## src/rtl/core/rfc_pkg.sv

```systemverilog
// request frame checker package: status and register codes, configuration,
// header and result types, crc-32 byte update
// no dependencies
package rfc_pkg;

  localparam int unsigned HEADER_BYTES = 24;
  localparam int unsigned CRC_SPAN     = 20;
  localparam int unsigned CFG_ADDR_W   = 5;
  localparam logic [31:0] CRC_POLY     = 32'hEDB8_8320;

  typedef enum logic [1:0] {
    ST_OK       = 2'd0,
    ST_FRAME    = 2'd1,
    ST_CAPACITY = 2'd2,
    ST_CHECKSUM = 2'd3
  } status_e;

  typedef enum logic [2:0] {
    REG_MAGIC    = 3'd0,
    REG_VERSION  = 3'd1,
    REG_KIND_LO  = 3'd2,
    REG_KIND_HI  = 3'd3,
    REG_RESP_MSK = 3'd4,
    REG_LIMIT    = 3'd5
  } cfg_reg_e;

  typedef struct packed {
    logic [31:0] magic;
    logic [15:0] version;
    logic [15:0] kind_lo;
    logic [15:0] kind_hi;
    logic [15:0] resp_mask;
    logic [15:0] limit;
  } cfg_t;

  typedef struct packed {
    logic [31:0] magic;
    logic [15:0] version;
    logic [15:0] kind;
    logic [31:0] sequence_nr;
    logic [31:0] length;
    logic [31:0] code;
    logic [31:0] crc_rx;
    logic [31:0] crc_run;
  } hdr_t;

  typedef struct packed {
    status_e     status;
    logic [15:0] kind;
    logic [31:0] sequence_nr;
    logic [31:0] size;
  } res_t;

  localparam cfg_t CFG_RESET = '{resp_mask: 16'h8000, default: '0};
  localparam hdr_t HDR_CLEAR = '{crc_run: 32'hFFFF_FFFF, default: '0};

  function automatic logic [31:0] crc_byte(input logic [31:0] crc, input logic [7:0] b);
    logic [31:0] c;
    c = crc ^ {24'b0, b};
    for (int i = 0; i < 8; i++) begin
      c = (c >> 1) ^ (CRC_POLY & {32{c[0]}});
    end
    return c;
  endfunction

endpackage

```

## src/rtl/core/rfc_regs.sv

```systemverilog
// apb configuration registers of the request frame checker
// depends on rfc_pkg
module rfc_regs import rfc_pkg::*; (
  input  logic                  clk_i,
  input  logic                  rst_ni,
  input  logic                  psel,
  input  logic                  penable,
  input  logic                  pwrite,
  input  logic [CFG_ADDR_W-1:0] paddr,
  input  logic [31:0]           pwdata,
  output logic [31:0]           prdata,
  output logic                  pready,
  output cfg_t                  cfg_o
);

  cfg_t     cfg_q, cfg_d;
  cfg_reg_e idx;
  logic     wr_en;

  assign idx    = cfg_reg_e'(paddr[CFG_ADDR_W-1:2]);
  assign wr_en  = psel && penable && pwrite;
  assign pready = 1'b1;
  assign cfg_o  = cfg_q;

  always_comb begin
    cfg_d = cfg_q;
    if (wr_en) begin
      case (idx)
        REG_MAGIC:    cfg_d.magic     = pwdata;
        REG_VERSION:  cfg_d.version   = pwdata[15:0];
        REG_KIND_LO:  cfg_d.kind_lo   = pwdata[15:0];
        REG_KIND_HI:  cfg_d.kind_hi   = pwdata[15:0];
        REG_RESP_MSK: cfg_d.resp_mask = pwdata[15:0];
        REG_LIMIT:    cfg_d.limit     = pwdata[15:0];
        default:      cfg_d = cfg_q;
      endcase
    end
  end

  always_comb begin
    case (idx)
      REG_MAGIC:    prdata = cfg_q.magic;
      REG_VERSION:  prdata = {16'b0, cfg_q.version};
      REG_KIND_LO:  prdata = {16'b0, cfg_q.kind_lo};
      REG_KIND_HI:  prdata = {16'b0, cfg_q.kind_hi};
      REG_RESP_MSK: prdata = {16'b0, cfg_q.resp_mask};
      REG_LIMIT:    prdata = {16'b0, cfg_q.limit};
      default:      prdata = '0;
    endcase
  end

  always_ff @(posedge clk_i or negedge rst_ni) begin
    if (!rst_ni) begin
      cfg_q <= CFG_RESET;
    end else begin
      cfg_q <= cfg_d;
    end
  end

endmodule

```

## config.mk

```make
export PLATFORM = sky130hd
export DESIGN_NAME = rfc_regs
export DESIGN_NICKNAME = d
export VERILOG_FILES = /design/src/rtl/core/rfc_pkg.sv /design/src/rtl/core/rfc_regs.sv
export SDC_FILE = /design/constraint.sdc
export NUM_CORES = 1
export LEC_CHECK = 0
export ABC_AREA = 1
export BUFFER_PORTS_ARGS = -buffer_cell sky130_fd_sc_hd__buf_4
export CAP_MARGIN = 20
export CORE_MARGIN = 3
export CORE_UTILIZATION = 49
export DETAILED_ROUTE_END_ITERATION = 10
export GPL_TIMING_DRIVEN = 0
export PLACE_DENSITY = 0.82
export SLEW_MARGIN = 30
export SYNTH_ARGS = -nofsm -noshare
export SYNTH_HDL_FRONTEND = slang
export SYNTH_SLANG_ARGS = --single-unit
```

## constraint.sdc

```tcl
create_clock -name clk_i -period 2.4 [get_ports clk_i]
set_clock_uncertainty 0.05 [all_clocks]
set_input_delay 0.24 -clock clk_i [delete_from_list [all_inputs] [get_ports clk_i]]
set_output_delay 0.24 -clock clk_i [all_outputs]
set_load 0.05 [all_outputs]
```

==> results.md <==
- Required time of the critical path: 2.11 ns
- Most frequent cells in the layout: 236 x nand2_1, 184 x buf_4, 111 x dfrtp_1
- Post-Syn Area: 5410 sq um
- Worst-path clk slew: 0.11 ns
- Die height: 111 um
- ANT cells: 0
- Initial core utilization: 51.5%
- Failing checks: negative hold slack
- Dpl hpwl: 13.7 mm
- Max reg flops: 112
- Reg2reg end: cfg_o[31]
- F_max: 510 MHz
- DRC viols: 0
- Per-cell routed wire length: 17.5 um
- MaxCap Viol Count: 0
- Slowest CP cell: nand3_1
- Worst reg2reg path startpoint: cfg_o[31]
- Vias in the first global route: 5503
- Vias: 5707
- PD cells: 938 nW/um^2
- Final Hold Fails: 1
- Final Setup Violations: 0
- WP depth: 8
- NumNets Final: 942
- CP Max Fanout: 10
- Core Area: 10500 sq um
- CP Launch Point: paddr[3]
- GR Overflow Total: 0
- Yosys cell types: 19
- Ys Warns: 0
- Top cell type's share of synthesized area: 51.3%
- Switching pwr: 3.23 mW
- Die area: 12300 sq um
- Sequential power share: 38.7%
- Total clock buffers created by CTS: 9
- Tightest Pin Transition: 0.857 ns
- Critical Path Sink: prdata[13]
- Footprint of the multi-input gates: 2190 sq um
- Post-CTS Resized: 0
- Hold WS: -0.00200 ns
- Worst R2R Path Depth: 2
- Final min period: 1.96 ns
- Number of synthesized flops with an enable pin: 0
- Fin crit share: 81.7%
- CP Cell Sequence: buf_4 -> inv_2 -> nand3_1 -> buf_2 -> o21ai_0 -> inv_1 -> nand2_1 -> buf_4
- Outcome: finished, violations left
- Initial DRC count: 535
- CTS sink count: 112
- Crit path buffers/inverters: 5
- I/O pins: 187
- CP endpoint kind: output port
- Commonest non-fill, non-tap cell in the layout: nand2_1
- CP max stage delay: 0.31 ns
- Worst Setup Path Type: input pin to output port
- CP top delay family: buffers and inverters
- Post-Route WL: 18.2 mm
- Finished Layout Cells: 1040
- Cell Rows: 37
- Clock power frac: 15.7%
- Post-DRT Antenna Nets: 0
- Clk root buf: clkbuf_8
- Clock Latency Late Sink: 0.38 ns
- Total power: 6.68 mW
- # fillers: 880
- Initial antenna violation count: 0
- Fraction of layout cells with a size suffix above 1: 26.1%
- FFs w/ async S/R, synth: 100%
- Hold Path Class: input pin to flip-flop
- Slew Viols, Final: 0
- Top_reg_cell synth: dfrtp_1
- Internal: 3.45 mW
- CTS tree: done
- Vias per std cell: 5.49
- Startpoint Class: input pin
- Clock Path Buffers: 2
- Fraction of the yosys area taken by sequential cells: 51.8%
- Cells after Synth: 707
- First-pass GRT wire length: 29.1 mm
- Critical Path AT: 1.67 ns
- Avg Inst Size Synth: 7.65 sq um
- Pre-antenna DRT Iters: 6
- Gate power share: 45.6%
- Area grow syn2layout: 31.7%
- Leak: 3.86 nW
- H-tree depth: 3
- Post-synth top area cell: dfrtp_1
- Most Frequent Cell on Critical Path: buf_4
- Placed Instances: 1024
- Switching Fraction: 48.3%
- Syn Nets: 749
- RSZ-0062 raised after global routing: no
- TNS Setup: 0 ns
- Largest net degree at the start of global routing: 113
- Max-slew headroom: 42.9%
- Synth top area cells: dfrtp_1 51%, nand2_1 16%, o21ai_0 9.4%
- Worst VDD drop: 0.000613 V
- Reg area: 2800 sq um
- Die Span X: 111 um
- Port Buffer Count: 181
- #FFs+latches synth: 112
- Gpl congestion: 0.918
- GR Util All Layers: 29.5%
- R2r setup slk: 1.57 ns
[how the worst min path moves through the flow]
stage	to	cells after the start	start	slack (ns)
4_1_cts	cfg_o[107]	3	pwdata[27]	0.002
5_1_grt	cfg_o[96]	3	pwdata[16]	0.008
3_5_place_dp	cfg_o[110]	1	rst_ni	0.31
2_1_floorplan	cfg_o[0]	0	rst_ni	-0.11
6_report	cfg_o[107]	3	pwdata[27]	-0.002
3_3_place_gp	cfg_o[98]	3	pwdata[18]	0.40
[tightest hold or removal path, cell delays in order]
cell     delay (ns)
buf_4          0.07
nand2_1        0.04
o21ai_0        0.06
[metrics by stage]
step | hold slack (ns) | utilization (%) | cell area [sq um] | setup slack (ns)
CTS | 0.00165 | 67.8 | 7130 | 0.452
global route | 0.00831 | 67.8 | 7130 | 0.332
floorplan | -0.106 | - | 5410 | 0.582
finish | -0.00200 | 67.8 | 7130 | 0.440
detailed placement | 0.314 | 66.1 | 6950 | 0.456
global placement | 0.397 | 66.0 | 6940 | 0.472
[power groups by stage]
stage	clock network [mW]	logic (mW)	registers [mW]
5_1_grt	1.12	3.20	2.63
6_report	1.05	3.05	2.58
3_5_place_dp	0	3.06	2.60
3_3_place_gp	0	3.02	2.60
2_1_floorplan	0	0.691	3.88
4_1_cts	1.04	3.06	2.57
[logic make-up after synthesis]
kind of cell / count (synthesis) / synth area share (%)
DFF: 112 / 51.8
other: 1 / 0.0693
buffers and inverters: 99 / 7.68
and+or+nand+nor: 371 / 29.0
AOI/OAI and AO/OA: 124 / 11.5
[cell type report]
| type | instances | share of cell area [%] |
|---|---|---|
| clock inverters | 5 | 0.562 |
| flip-flops and latches | 112 | 39.4 |
| inverters | 50 | 2.63 |
| clock buffers | 10 | 1.79 |
| repair buffers | 182 | 19.3 |
| plain buffers | 49 | 3.20 |
| well taps | 136 | 2.39 |
| multi-input cells | 496 | 30.8 |
[routing by layer]
layer / vias to the layer above / track usage (%) / wire, um
met5: - / 0 / 0
met1: 2631 / 39.2 / 7130
li1: 2667 / - / -
met2: 354 / 47.7 / 8570
met3: 55 / 6.82 / 1860
met4: 0 / 10.3 / 607
[cells in the mapped netlist (3+ instances only)]
library cell / n
buf_4: 4
nand2_2: 3
nor2_1: 45
nand3_1: 51
nand4_1: 28
clkbuf_1: 21
o21ai_0: 102
dfrtp_1: 111
inv_1: 48
buf_2: 23
nand2_1: 236
o21ai_1: 22
nor2_2: 5
[timing repair]
item	in CTS	in global routing
endpoints found under the hold margin	111	0
buffers inserted	0	0
hold buffers	1	0
No activity file was read; power rests on OpenSTA's default activity.
